[src/design/ctlc_pkg.sv]
// ---------------------------------------------------------------------------
// ctlc_pkg: shared types and constants for the line-crossing tracker
// Holds defaults, register map, and controller/datapath interface types.
// ---------------------------------------------------------------------------
package ctlc_pkg;

	localparam int MAX_TRACKS_DEF     = 32;
	localparam int MAX_DETECTIONS_DEF = 32;
	localparam int COORD_BITS_DEF     = 12;

	// index and count fields wide enough for the largest table (256 entries)
	localparam int IDX_W = 8;
	localparam int CNT_W = 9;

	localparam logic [11:0] FRAME_WIDTH_RST = 12'd640;
	localparam logic [7:0]  MAX_MISSING_RST = 8'd10;
	localparam logic [24:0] MAX_DIST_RST    = 25'd2500;

	// register map, word index
	localparam logic [1:0] REG_FRAME_WIDTH = 2'd0;
	localparam logic [1:0] REG_MAX_MISSING = 2'd1;
	localparam logic [1:0] REG_MAX_DIST    = 2'd2;

	typedef enum logic [2:0] {
		OP_NONE,
		OP_SCAN,
		OP_APPLY,
		OP_AGE,
		OP_NEW
	} op_t;

	typedef struct packed {
		op_t              op;
		logic [IDX_W-1:0] trk_idx;
		logic [IDX_W-1:0] det_idx;
		logic             finish;
	} cmd_t;

	typedef struct packed {
		logic             found;
		logic [IDX_W-1:0] best_trk;
		logic [IDX_W-1:0] best_det;
		logic [CNT_W-1:0] trk_total;
		logic [CNT_W-1:0] det_total;
		logic             out_full;
	} stat_t;

	typedef struct packed {
		logic [11:0] frame_width;
		logic [7:0]  max_missing;
		logic [24:0] max_dist_sq;
	} cfg_t;

endpackage

[src/design/centroid_tracker_line_counter.sv]
// Frame handling: a frame_end word holds the input until the frame's pair scans,
//   match updates, aging, new-track insertion and result hand-off are done;
//   the pair scan reads one track and one detection per cycle.
// Throughput: one word per cycle between frame ends; one frame at a time.
// Reset: asynchronous, active low; clears tables to empty and loads register defaults.
// ---------------------------------------------------------------------------
// centroid_tracker_line_counter: top level
// Greedy nearest-neighbor centroid tracker that counts midline crossings.
// ---------------------------------------------------------------------------
module centroid_tracker_line_counter #(
	parameter int MAX_TRACKS     = ctlc_pkg::MAX_TRACKS_DEF,
	parameter int MAX_DETECTIONS = ctlc_pkg::MAX_DETECTIONS_DEF,
	parameter int COORD_BITS     = ctlc_pkg::COORD_BITS_DEF
) (
	input  logic                  clk,
	input  logic                  arst_n,
	input  logic                  psel,
	input  logic                  penable,
	input  logic                  pwrite,
	input  logic [3:0]            paddr,
	input  logic [31:0]           pwdata,
	output logic [31:0]           prdata,
	output logic                  pready,
	input  logic                  in_valid,
	output logic                  in_stall,
	input  logic [COORD_BITS-1:0] box_x,
	input  logic [COORD_BITS-1:0] box_y,
	input  logic [COORD_BITS-1:0] box_width,
	input  logic [COORD_BITS-1:0] box_height,
	input  logic                  box_present,
	input  logic                  frame_end,
	output logic                  out_valid,
	input  logic                  out_stall,
	output logic signed [6:0]     net_crossings,
	output logic [5:0]            track_count,
	output logic                  overflow
);

	ctlc_pkg::cfg_t  cfg;
	ctlc_pkg::cmd_t  cmd;
	ctlc_pkg::stat_t stat;
	logic            in_take;

	assign in_take = in_valid && !in_stall;

	ctlc_regs u_regs (
		.clk     (clk),
		.arst_n  (arst_n),
		.psel    (psel),
		.penable (penable),
		.pwrite  (pwrite),
		.paddr   (paddr),
		.pwdata  (pwdata),
		.prdata  (prdata),
		.pready  (pready),
		.cfg     (cfg)
	);

	ctlc_ctrl #(
		.MAX_TRACKS     (MAX_TRACKS),
		.MAX_DETECTIONS (MAX_DETECTIONS)
	) u_ctrl (
		.clk       (clk),
		.arst_n    (arst_n),
		.in_valid  (in_valid),
		.frame_end (frame_end),
		.stat      (stat),
		.cmd       (cmd),
		.in_stall  (in_stall)
	);

	ctlc_dpath #(
		.MAX_TRACKS     (MAX_TRACKS),
		.MAX_DETECTIONS (MAX_DETECTIONS),
		.COORD_BITS     (COORD_BITS)
	) u_dpath (
		.clk           (clk),
		.arst_n        (arst_n),
		.cfg           (cfg),
		.cmd           (cmd),
		.stat          (stat),
		.in_take       (in_take),
		.box_x         (box_x),
		.box_y         (box_y),
		.box_width     (box_width),
		.box_height    (box_height),
		.box_present   (box_present),
		.frame_end     (frame_end),
		.out_stall     (out_stall),
		.out_valid     (out_valid),
		.net_crossings (net_crossings),
		.track_count   (track_count),
		.overflow      (overflow)
	);

endmodule

[src/design/ctlc_regs.sv]
// ---------------------------------------------------------------------------
// ctlc_regs: configuration register file
// APB-style write/read of frame width, miss limit and distance limit.
// ---------------------------------------------------------------------------
module ctlc_regs (
	input  logic               clk,
	input  logic               arst_n,
	input  logic               psel,
	input  logic               penable,
	input  logic               pwrite,
	input  logic [3:0]         paddr,
	input  logic [31:0]        pwdata,
	output logic [31:0]        prdata,
	output logic               pready,
	output ctlc_pkg::cfg_t     cfg
);

	ctlc_pkg::cfg_t cfg_q;
	logic           wr_en;

	assign pready = 1'b1;
	assign wr_en  = psel && penable && pwrite;
	assign cfg    = cfg_q;

	// write registers
	always_ff @(posedge clk or negedge arst_n) begin
		if (!arst_n) begin
			cfg_q.frame_width <= ctlc_pkg::FRAME_WIDTH_RST;
			cfg_q.max_missing <= ctlc_pkg::MAX_MISSING_RST;
			cfg_q.max_dist_sq <= ctlc_pkg::MAX_DIST_RST;
		end else if (wr_en) begin
			unique case (paddr[3:2])
				ctlc_pkg::REG_FRAME_WIDTH: cfg_q.frame_width <= pwdata[11:0];
				ctlc_pkg::REG_MAX_MISSING: cfg_q.max_missing <= pwdata[7:0];
				ctlc_pkg::REG_MAX_DIST:    cfg_q.max_dist_sq <= pwdata[24:0];
				default: ;
			endcase
		end
	end

	// read mux
	always_comb begin
		unique case (paddr[3:2])
			ctlc_pkg::REG_FRAME_WIDTH: prdata = {20'd0, cfg_q.frame_width};
			ctlc_pkg::REG_MAX_MISSING: prdata = {24'd0, cfg_q.max_missing};
			ctlc_pkg::REG_MAX_DIST:    prdata = {7'd0, cfg_q.max_dist_sq};
			default:                   prdata = 32'd0;
		endcase
	end

endmodule

[src/design/ctlc_ctrl.sv]
// ---------------------------------------------------------------------------
// ctlc_ctrl: frame sequencer
// Walks pair scans, match updates, track aging and new-track insertion.
// ---------------------------------------------------------------------------
module ctlc_ctrl #(
	parameter int MAX_TRACKS     = ctlc_pkg::MAX_TRACKS_DEF,
	parameter int MAX_DETECTIONS = ctlc_pkg::MAX_DETECTIONS_DEF
) (
	input  logic            clk,
	input  logic            arst_n,
	input  logic            in_valid,
	input  logic            frame_end,
	input  ctlc_pkg::stat_t stat,
	output ctlc_pkg::cmd_t  cmd,
	output logic            in_stall
);

	localparam int TI = $clog2(MAX_TRACKS);
	localparam int DI = $clog2(MAX_DETECTIONS);
	localparam int CW = ctlc_pkg::CNT_W;

	typedef enum logic [3:0] {
		IDLE, SCAN, DRAIN, PICK, APPLY_RD, APPLY_WT,
		AGE, AGE_WT, NEWD, NEWD_WT, FINISH
	} state_t;

	state_t          state_q;
	logic [TI-1:0]   ti_q;
	logic [DI-1:0]   dj_q;
	logic [1:0]      drain_q;
	logic            ti_last;
	logic            dj_last;
	logic            trk_empty;
	logic            det_empty;

	assign ti_last   = (CW'(ti_q) + CW'(1)) == stat.trk_total;
	assign dj_last   = (CW'(dj_q) + CW'(1)) == stat.det_total;
	assign trk_empty = stat.trk_total == '0;
	assign det_empty = stat.det_total == '0;
	assign in_stall  = state_q != IDLE;

	// issue commands
	always_comb begin
		cmd         = '0;
		cmd.op      = ctlc_pkg::OP_NONE;
		cmd.trk_idx = ctlc_pkg::IDX_W'(ti_q);
		cmd.det_idx = ctlc_pkg::IDX_W'(dj_q);
		unique case (state_q)
			SCAN: if (!trk_empty && !det_empty) cmd.op = ctlc_pkg::OP_SCAN;
			APPLY_RD: begin
				cmd.op      = ctlc_pkg::OP_APPLY;
				cmd.trk_idx = stat.best_trk;
				cmd.det_idx = stat.best_det;
			end
			AGE:    if (!trk_empty) cmd.op = ctlc_pkg::OP_AGE;
			NEWD:   if (!det_empty) cmd.op = ctlc_pkg::OP_NEW;
			FINISH: cmd.finish = !stat.out_full;
			default: ;
		endcase
	end

	// sequence the frame
	always_ff @(posedge clk or negedge arst_n) begin
		if (!arst_n) begin
			state_q <= IDLE;
			ti_q    <= '0;
			dj_q    <= '0;
			drain_q <= '0;
		end else begin
			unique case (state_q)
				IDLE: begin
					if (in_valid && frame_end) begin
						state_q <= SCAN;
						ti_q    <= '0;
						dj_q    <= '0;
					end
				end
				SCAN: begin
					if (trk_empty || det_empty) begin
						state_q <= AGE;
						ti_q    <= '0;
					end else if (dj_last) begin
						dj_q <= '0;
						if (ti_last) begin
							state_q <= DRAIN;
							drain_q <= '0;
						end else begin
							ti_q <= ti_q + TI'(1);
						end
					end else begin
						dj_q <= dj_q + DI'(1);
					end
				end
				DRAIN: begin
					drain_q <= drain_q + 2'd1;
					if (drain_q == 2'd2) state_q <= PICK;
				end
				PICK: begin
					if (stat.found) begin
						state_q <= APPLY_RD;
					end else begin
						state_q <= AGE;
						ti_q    <= '0;
					end
				end
				APPLY_RD: state_q <= APPLY_WT;
				APPLY_WT: begin
					state_q <= SCAN;
					ti_q    <= '0;
					dj_q    <= '0;
				end
				AGE: begin
					if (trk_empty) begin
						state_q <= NEWD;
						dj_q    <= '0;
					end else if (ti_last) begin
						state_q <= AGE_WT;
					end else begin
						ti_q <= ti_q + TI'(1);
					end
				end
				AGE_WT: begin
					state_q <= NEWD;
					dj_q    <= '0;
				end
				NEWD: begin
					if (det_empty) state_q <= FINISH;
					else if (dj_last) state_q <= NEWD_WT;
					else dj_q <= dj_q + DI'(1);
				end
				NEWD_WT: state_q <= FINISH;
				FINISH:  if (!stat.out_full) state_q <= IDLE;
				default: state_q <= IDLE;
			endcase
		end
	end

endmodule

[src/design/ctlc_dpath.sv]
// ---------------------------------------------------------------------------
// ctlc_dpath: tracker datapath
// Detection and track stores, distance pipeline, best-pair pick, result word.
// ---------------------------------------------------------------------------
module ctlc_dpath #(
	parameter int MAX_TRACKS     = ctlc_pkg::MAX_TRACKS_DEF,
	parameter int MAX_DETECTIONS = ctlc_pkg::MAX_DETECTIONS_DEF,
	parameter int COORD_BITS     = ctlc_pkg::COORD_BITS_DEF
) (
	input  logic                  clk,
	input  logic                  arst_n,
	input  ctlc_pkg::cfg_t        cfg,
	input  ctlc_pkg::cmd_t        cmd,
	output ctlc_pkg::stat_t       stat,
	input  logic                  in_take,
	input  logic [COORD_BITS-1:0] box_x,
	input  logic [COORD_BITS-1:0] box_y,
	input  logic [COORD_BITS-1:0] box_width,
	input  logic [COORD_BITS-1:0] box_height,
	input  logic                  box_present,
	input  logic                  frame_end,
	input  logic                  out_stall,
	output logic                  out_valid,
	output logic signed [6:0]     net_crossings,
	output logic [5:0]            track_count,
	output logic                  overflow
);

	localparam int TI = $clog2(MAX_TRACKS);
	localparam int DI = $clog2(MAX_DETECTIONS);
	localparam int TC = $clog2(MAX_TRACKS + 1);
	localparam int DC = $clog2(MAX_DETECTIONS + 1);
	localparam int CB = COORD_BITS;
	localparam int TW = 2 * CB + 8;
	localparam int SW = (CB + 1 > 13) ? CB + 1 : 13;
	localparam int MW = (CB > 12) ? CB : 12;
	localparam int DW = 2 * CB + 1;
	localparam int BW = (DW > 25) ? DW : 25;
	localparam logic [CB-1:0] COORD_MAX = '1;

	// stores
	logic [TW-1:0]   trk_mem [2**(TI+1)];
	logic [2*CB-1:0] det_mem [MAX_DETECTIONS];

	logic [TW-1:0]   trk_rd_s1;
	logic [2*CB-1:0] det_rd_s1;
	logic            trk_we;
	logic [TW-1:0]   trk_wd;
	logic            det_we;
	logic [2*CB-1:0] det_wd;

	// control state
	logic              bank_q;
	logic [TC-1:0]     trk_total_q;
	logic [DC-1:0]     det_total_q;
	logic [TC-1:0]     n_q;
	logic              det_ovf_q;
	logic              frm_ovf_q;
	logic signed [6:0] net_q;
	logic [MAX_TRACKS-1:0]     tused_q;
	logic [MAX_DETECTIONS-1:0] dused_q;
	logic [BW-1:0]     best_q;
	logic              found_q;
	logic [TI-1:0]     bi_q;
	logic [DI-1:0]     bj_q;
	logic              out_valid_q;

	// pipeline
	ctlc_pkg::op_t   op_s1;
	logic [TI-1:0]   ti_s1;
	logic [DI-1:0]   dj_s1;
	logic            v_s2;
	logic [TI-1:0]   ti_s2;
	logic [DI-1:0]   dj_s2;
	logic [CB-1:0]   dx_s2;
	logic [CB-1:0]   dy_s2;
	logic            v_s3;
	logic [TI-1:0]   ti_s3;
	logic [DI-1:0]   dj_s3;
	logic [2*CB-1:0] sqx_s3;
	logic [2*CB-1:0] sqy_s3;

	// centroid of the incoming box
	logic [SW-1:0] cx_sum;
	logic [SW-1:0] cy_sum;
	logic [CB-1:0] cx;
	logic [CB-1:0] cy;

	assign cx_sum = SW'(box_x) + SW'(box_width >> 1);
	assign cy_sum = SW'(box_y) + SW'(box_height >> 1);
	assign cx     = (cx_sum > SW'(COORD_MAX)) ? COORD_MAX : CB'(cx_sum);
	assign cy     = (cy_sum > SW'(COORD_MAX)) ? COORD_MAX : CB'(cy_sum);
	assign det_we = in_take && box_present && (det_total_q < DC'(MAX_DETECTIONS));
	assign det_wd = {cx, cy};

	// fields of the words read last cycle
	logic [CB-1:0] t_x, t_y, d_x, d_y;
	logic [7:0]    t_m;
	logic [8:0]    miss_inc;
	logic          n_room;
	logic          age_keep;
	logic          new_live;
	logic [MW-1:0] ox_e, nx_e, mid_e;
	logic          cross_r, cross_l;

	assign t_x      = trk_rd_s1[TW-1 -: CB];
	assign t_y      = trk_rd_s1[CB+7 -: CB];
	assign t_m      = trk_rd_s1[7:0];
	assign d_x      = det_rd_s1[2*CB-1 -: CB];
	assign d_y      = det_rd_s1[CB-1:0];
	assign miss_inc = {1'b0, t_m} + 9'd1;
	assign n_room   = n_q < TC'(MAX_TRACKS);
	assign age_keep = !tused_q[ti_s1] && n_room && (miss_inc <= {1'b0, cfg.max_missing});
	assign new_live = !dused_q[dj_s1];
	assign ox_e     = MW'(t_x);
	assign nx_e     = MW'(d_x);
	assign mid_e    = MW'(cfg.frame_width >> 1);
	assign cross_r  = (ox_e <= mid_e) && (nx_e > mid_e);
	assign cross_l  = (ox_e >= mid_e) && (nx_e < mid_e);

	// build the next track list entry
	always_comb begin
		trk_we = 1'b0;
		trk_wd = {d_x, d_y, 8'd0};
		unique case (op_s1)
			ctlc_pkg::OP_APPLY: trk_we = 1'b1;
			ctlc_pkg::OP_AGE: begin
				trk_we = age_keep;
				trk_wd = {t_x, t_y, miss_inc[7:0]};
			end
			ctlc_pkg::OP_NEW: trk_we = new_live && n_room;
			default: ;
		endcase
	end

	// track store, two banks: read current, write next
	always_ff @(posedge clk) begin
		if (trk_we) trk_mem[{!bank_q, n_q[TI-1:0]}] <= trk_wd;
		trk_rd_s1 <= trk_mem[{bank_q, cmd.trk_idx[TI-1:0]}];
	end

	// detection store
	always_ff @(posedge clk) begin
		if (det_we) det_mem[det_total_q[DI-1:0]] <= det_wd;
		det_rd_s1 <= det_mem[cmd.det_idx[DI-1:0]];
	end

	// distance pipeline payload
	logic [DW-1:0] dsum;

	assign dsum = DW'(sqx_s3) + DW'(sqy_s3);

	always_ff @(posedge clk) begin
		ti_s2  <= ti_s1;
		dj_s2  <= dj_s1;
		dx_s2  <= (t_x > d_x) ? t_x - d_x : d_x - t_x;
		dy_s2  <= (t_y > d_y) ? t_y - d_y : d_y - t_y;
		ti_s3  <= ti_s2;
		dj_s3  <= dj_s2;
		sqx_s3 <= dx_s2 * dx_s2;
		sqy_s3 <= dy_s2 * dy_s2;
	end

	// control registers and best-pair tracking
	always_ff @(posedge clk or negedge arst_n) begin
		if (!arst_n) begin
			op_s1       <= ctlc_pkg::OP_NONE;
			ti_s1       <= '0;
			dj_s1       <= '0;
			v_s2        <= 1'b0;
			v_s3        <= 1'b0;
			bank_q      <= 1'b0;
			trk_total_q <= '0;
			det_total_q <= '0;
			n_q         <= '0;
			det_ovf_q   <= 1'b0;
			frm_ovf_q   <= 1'b0;
			net_q       <= '0;
			tused_q     <= '0;
			dused_q     <= '0;
			best_q      <= '0;
			found_q     <= 1'b0;
			bi_q        <= '0;
			bj_q        <= '0;
			out_valid_q <= 1'b0;
		end else begin
			op_s1 <= cmd.op;
			ti_s1 <= cmd.trk_idx[TI-1:0];
			dj_s1 <= cmd.det_idx[DI-1:0];
			v_s2  <= (op_s1 == ctlc_pkg::OP_SCAN) && !tused_q[ti_s1] && !dused_q[dj_s1];
			v_s3  <= v_s2;

			// keep the closest pair below the limit, first one on ties
			if (v_s3 && (BW'(dsum) < best_q)) begin
				best_q  <= BW'(dsum);
				found_q <= 1'b1;
				bi_q    <= ti_s3;
				bj_q    <= dj_s3;
			end

			// buffer a detection or flag the drop
			if (in_take && box_present) begin
				if (det_we) det_total_q <= det_total_q + DC'(1);
				else det_ovf_q <= 1'b1;
			end
			if (in_take && frame_end) begin
				best_q  <= BW'(cfg.max_dist_sq);
				found_q <= 1'b0;
				tused_q <= '0;
				dused_q <= '0;
			end

			// commit a match, start next round
			if (op_s1 == ctlc_pkg::OP_APPLY) begin
				tused_q[ti_s1] <= 1'b1;
				dused_q[dj_s1] <= 1'b1;
				best_q         <= BW'(cfg.max_dist_sq);
				found_q        <= 1'b0;
				if (cross_r) net_q <= net_q + 7'sd1;
				else if (cross_l) net_q <= net_q - 7'sd1;
			end
			if (trk_we) n_q <= n_q + TC'(1);
			if ((op_s1 == ctlc_pkg::OP_NEW) && new_live && !n_room) frm_ovf_q <= 1'b1;

			// raise the result word at frame close, drop it once taken
			if (cmd.finish) out_valid_q <= 1'b1;
			else if (out_valid_q && !out_stall) out_valid_q <= 1'b0;

			// close the frame
			if (cmd.finish) begin
				bank_q      <= !bank_q;
				trk_total_q <= n_q;
				n_q         <= '0;
				det_total_q <= '0;
				det_ovf_q   <= 1'b0;
				frm_ovf_q   <= 1'b0;
				net_q       <= '0;
			end
		end
	end

	// result payload
	always_ff @(posedge clk) begin
		if (cmd.finish) begin
			net_crossings <= net_q;
			track_count   <= 6'(n_q);
			overflow      <= det_ovf_q || frm_ovf_q;
		end
	end

	assign out_valid      = out_valid_q;
	assign stat.found     = found_q;
	assign stat.best_trk  = ctlc_pkg::IDX_W'(bi_q);
	assign stat.best_det  = ctlc_pkg::IDX_W'(bj_q);
	assign stat.trk_total = ctlc_pkg::CNT_W'(trk_total_q);
	assign stat.det_total = ctlc_pkg::CNT_W'(det_total_q);
	assign stat.out_full  = out_valid_q && out_stall;

endmodule

[config.mk]
export PLATFORM = sky130hd
export DESIGN_NAME = centroid_tracker_line_counter
export DESIGN_NICKNAME = d
export VERILOG_FILES = /design/src/design/ctlc_pkg.sv /design/src/design/centroid_tracker_line_counter.sv /design/src/design/ctlc_regs.sv /design/src/design/ctlc_ctrl.sv /design/src/design/ctlc_dpath.sv
export SDC_FILE = /design/constraint.sdc
export NUM_CORES = 2
export LEC_CHECK = 0
export BUFFER_PORTS_ARGS = -buffer_cell sky130_fd_sc_hd__buf_4
export CAP_MARGIN = 15
export CORE_MARGIN = 2
export CORE_UTILIZATION = 50
export CTS_CLUSTER_DIAMETER = 30
export CTS_CLUSTER_SIZE = 28
export DETAILED_ROUTE_END_ITERATION = 10
export GPL_ROUTABILITY_DRIVEN = 0
export PLACE_DENSITY_LB_ADDON = 0.3
export SETUP_SLACK_MARGIN = 0.5
export SYNTH_ARGS = -nofsm -noshare
export SYNTH_HDL_FRONTEND = slang
export SYNTH_HIERARCHICAL = 1
export SYNTH_SLANG_ARGS = --single-unit
[constraint.sdc]
create_clock -name clk -period 7.8 [get_ports clk]
set_input_delay 0.39 -clock clk [delete_from_list [all_inputs] [get_ports clk]]
set_output_delay 0.39 -clock clk [all_outputs]
set_load 0.05 [all_outputs]
[After elaboration in Yosys (flattened, before gate mapping)]
Memories as Yosys holds them, arrays and structs flattened. A register that Yosys moved wholly into a read port is not among the register bits.
Cells that the tools add are included.
Word-level totals
  bits in registers: 311
  memory bits (writable): 2816
  input bits: 93
  output and inout port bits: 49
  logic and storage cells: 251
  memories kept: 2
Cells by class
  add/sub/neg operators: 17
  multiply operators: 2
  magnitude comparators: 16
  equal/unequal tests: 35
  mux-type cells: 80
  bitwise logic cells: 2
  reductions and logical operators: 60
Memory list
  u_dpath.trk_mem: depth 64, bits a word 32, rd ports 1, clocked after memory_dff 1, write ports 1, line ctlc_dpath.sv:42  | logic [TW-1:0] trk_mem [2**(TI+1)];
  u_dpath.det_mem: depth 32, bits a word 24, rd ports 1, clocked after memory_dff 1, write ports 1, line ctlc_dpath.sv:43  | logic [2*CB-1:0] det_mem [MAX_DETECTIONS];
Operators by type and width (count)
  $mux 32: 5
  $mux 25: 3
  $pmux 25 s3: 1
  $or 32x32->32: 2
  $mux 5: 11
  $pmux 5 s5: 2
  $mul 12x12->24: 2
  $mux 12: 4
  $sub 12x12->12: 4
  $pmux 4 s11: 1
  $mux 4: 10
  $mux 6: 5
  $mux 7: 4
  $add 12x11->13: 2
  $gt 13x12->1 const B: 2
  $add 24x24->25: 1
  $lt 25x25->1: 1
  $gt 12x12->1: 2
  $logic_and 1x1->1: 22
  $mux 1: 20
  $eq 9x6->1: 2
  $logic_not 9->1: 2
  $eq 4x3->1 const B: 4
  $ne 2x2->1 const B: 7
  other kinds (47): 93

[Logic depth before layout (Yosys ltp)]
  depth in word-level cells: 8
  mapped depth: 24
  gate-level depth less buffers: 23

[Cells and area by module]
Netlist, hierarchy kept.
By module, submodules not included
  ctlc_dpath: instances 1, cells an instance 6508, area each 129995.9 µm², seq. area each 91507.8 µm²
  ctlc_regs: instances 1, cells an instance 160, area each 2139.6 µm², seq. area each 1137.3 µm²
  ctlc_ctrl: instances 1, cells an instance 207, area each 1650.3 µm², seq. area each 400.4 µm²
  centroid_tracker_line_counter: instances 1, cells an instance 1, area each 13.8 µm², seq. area each 0.0 µm²

[Worst setup path before layout]
Ideal clock, no wire load.
  path type: reg2reg
  start point: reg u_dpath.dx_s2[6]
  end point: reg u_dpath.sqx_s3[23]
  library setup time: 0.072 ns
  data arrival time: 5.019 ns
  required time: 7.728 ns
  setup slack: 2.709 ns
  cell stages (with the launch flop): 22
  path buffers: 1
  clock period less this slack: 5.091 ns
  cell sequence: dfxtp_1 clkbuf_1 nand2_1 inv_1 fa_1 fa_1 inv_1 fa_1 inv_1 fa_1 inv_1 fa_1 inv_1 ha_1 nor4_1 o21ai_0 a41o_1 a41oi_1 a21oi_1 a21o_1 a21oi_1 xnor2_1
On the way
  word-level cells in the longest chain between the ends: 1
Ends and longest elaborated chain
  start: declaration: line ctlc_dpath.sv:75  | logic [CB-1:0] dx_s2;
  start signal: assignment: line ctlc_dpath.sv:156  | dx_s2 <= (t_x > d_x) ? t_x - d_x : d_x - t_x;
  $mul 12x12->24: line ctlc_dpath.sv:160  | sqx_s3 <= dx_s2 * dx_s2;
  end signal: assignment: line ctlc_dpath.sv:160
  end: declaration: line ctlc_dpath.sv:80  | logic [2*CB-1:0] sqx_s3;
Every way passes these cells.
A chain may end at the register's enable or synchronous reset.

[Worst setup path after layout]
  start point: reg u_dpath.dx_s2[3]
  end point: reg u_dpath.sqx_s3[23]
Same word-level chain as after synthesis.

==> impl_metrics.ini <==
[route]
route.detailed.drc = 0
vias = 68442
drt-initial-drc-count = 7758
drtPass1Iterations = 6
routed_via_density = 6.003
wl_per_cell_um = 27.76
routed_wl_um = 316500
ant_nets = 0

[clocking]
cts.clk_slew.worst_paths_ps = 50
cts_max_level = 6
cts-resized-gates = 0
cts_buffer_depth = 4
insertion_delay_ps = 920
numCtsBuffers = 543
cts_tree = done
cts_setup_buffers = 0
clockRootBuffer = clkbuf_16
cts-hold-fix-buffers = 28
clock_sinks = 3181

[floorplan]
die_y_um = 521.1
rows = 189
die-area_um2 = 271600
die-width_um = 521.1
start_util = 0.5035
fp.coreArea_um2 = 265600
pin_count = 142

[yosys]
netlist_instances = 6864
ys_warn_count = 6
syn_area_per_cell_um2 = 19.48
syn-cell-area_um2 = 133700

[critical_path]
critPathCaptureType = flop
cp-start-kind = flop
path_class = reg2reg
cpMaxStageDelayCell = dfxtp_1
r2r_slack_ps = 2140
worstPathRequired_ps = 8630
cp_max_fo = 12
reg2reg_to = u_dpath/sqx_s3[23]
critPathArrivalTime_ps = 6480
rr_worst_depth = 20
reg2reg_from = u_dpath/dx_s2[3]
path_cells = nand2_1 -> inv_1 -> fa_1 -> fa_1 -> inv_1 -> fa_1 -> inv_1 -> fa_1 -> inv_1 -> fa_1 -> inv_1 -> ha_1 -> nor4_1 -> o21ai_0 -> a41o_1 -> a41oi_1 -> a21oi_1 -> a21o_1 -> a21oi_1 -> xnor2_1
slowest_delay_ps = 640

[global_routing]
gr-usage-all-layers = 0.2325
first_global_vias = 70782
grt_use_met3 = 0.04364
overflow = 0
use_met2 = 0.3786
grt_max_degree = 135
antenna_found_initial = 17
busiest_layer = met2
grtUsageMet1 = 0.3221
grt_pass1_wl_um = 466100

[worst_hold_path]
hold_depth = 3
min-delay-start = out_stall
holdPathEnd = u_dpath/out_valid
hold_class = in2reg

[finish]
nNetsFinal = 7960
area_delta_synth_final_pct = 19.09
fin_area_um2 = 159200
layout-drive-gt1-share = 0.3037

[timing]
fin_worst_skew_ps = 96.54
finalCriticalPeriod_ps = 5655
rsz0062_at_grt = no
finalCritPeriodShare = 0.7251
final_max_slew_viol_count = 0
setup_viol = 0
setup_tns_ps = 0
slew_headroom = 0.1756
hold_viol_final = 0
tightest_slew_ps = 1234
clock.fmax_mhz = 176.8

[placed_design]
dpl-instance-area_um2 = 140300
dpl.hpwl_um = 178700
io_buffers = 122

[job]
cap_violations = 0

[run_status]
status = complete, no violations
==> flip-flops by register name, indices dropped and copies added, names as in the netlist, 6 cells and up <==
| name | count |
|---|---|
| u_dpath/net_crossings | 7 |
| u_dpath/n_q | 6 |
| u_dpath/dx_s2 | 12 |
| u_dpath/net_q | 7 |
| u_dpath/tused_q | 32 |
| u_dpath/dy_s2 | 12 |
| u_dpath/trk_total_q | 6 |
| u_dpath/best_q | 25 |
| u_dpath/track_count | 6 |
| u_dpath/det_rd_s1 | 24 |
| u_dpath/trk_rd_s1 | 32 |
| u_dpath/det_total_q | 6 |
| u_dpath/det_mem | 768 |
| u_dpath/sqx_s3 | 23 |
| u_dpath/dused_q | 32 |
| u_dpath/trk_mem | 2048 |
| u_dpath/sqy_s3 | 23 |
| u_regs/cfg | 45 |
==> cell usage in the layout (no fill, tap or decap), drive strengths merged, types with 16 or more instances in the layout <==
cell	count
dlygate4sd3	28
buf	299
dfrtp	196
dfxtp	146
a22o	32
fa	163
o21ai	143
o21bai	20
nor3	31
nor2	236
mux2i	61
nand4	17
mux4	928
bufinv	59
nand3b	16
nand3	40
clkbuf	620
nand2b	31
ha	275
and2	109
nand2	242
xor2	49
inv	446
o21a	19
xnor2	81
a21o	50
mux2	99
clkinvlp	60
clkinv	181
nor2b	46
edfxtp	2830
a21oi	99
==> how the worst max path moves through the flow <==
stage | from | to | slack [ps] | depth (start not counted)
after floorplan | u_dpath/dx_s2[6] | u_dpath/sqx_s3[23] | 2710 | 21
after global placement | u_dpath/dx_s2[6] | u_dpath/sqx_s3[23] | 2150 | 20
after detailed placement | u_dpath/dx_s2[3] | u_dpath/sqx_s3[23] | 2130 | 20
after CTS | u_dpath/dx_s2[3] | u_dpath/sqx_s3[23] | 2160 | 20
after global routing | u_dpath/dx_s2[3] | u_dpath/sqx_s3[23] | 1840 | 20
final | u_dpath/dx_s2[3] | u_dpath/sqx_s3[23] | 2140 | 20
==> worst max-delay path, delay by kind of cell, from the launching register on <==
| kind | cells | cell delay [ps] |
|---|---|---|
| fa+ha+maj | 6 | 2630 |
| compound gates | 6 | 1440 |
| flops | 1 | 640 |
| simple gates | 2 | 450 |
| buf+inv | 5 | 310 |
| xor+xnor | 1 | 130 |
==> final cells by class <==
type                    count  area [µm²]
fillers                 18285      106300
flip-flops and latches   3181       93050
multi-input cells        2988       39060
clock buffers             620       14110
well taps                3533        4420
clock inverters           358        4298
repair buffers            327        2839
inverters                 388        1456
diodes                      7       17.52
==> routing by layer <==
layer  routed length (µm)  vias to the layer above
li1                     -                    28630
met1               127500                    36260
met2               155100                     3080
met3                25710                      468
met4                 8185                        4
met5                   27                        -
==> metrics by stage <==
stage            util  instances  setup slack [ps]  hold WS (ps)
2_1_floorplan       -       6875              2709         94.41
3_3_place_gp   0.5283      10377              2151         311.8
3_5_place_dp   0.5283      10377              2132         312.1
4_1_cts        0.5987      11383              2157         13.52
5_1_grt        0.5996      11398              1842         33.41
6_report       0.5997      11402              2145         49.79
Power is not shown: default switching activity piles up to over one toggle a cycle in this logic, so the estimate is an artifact.
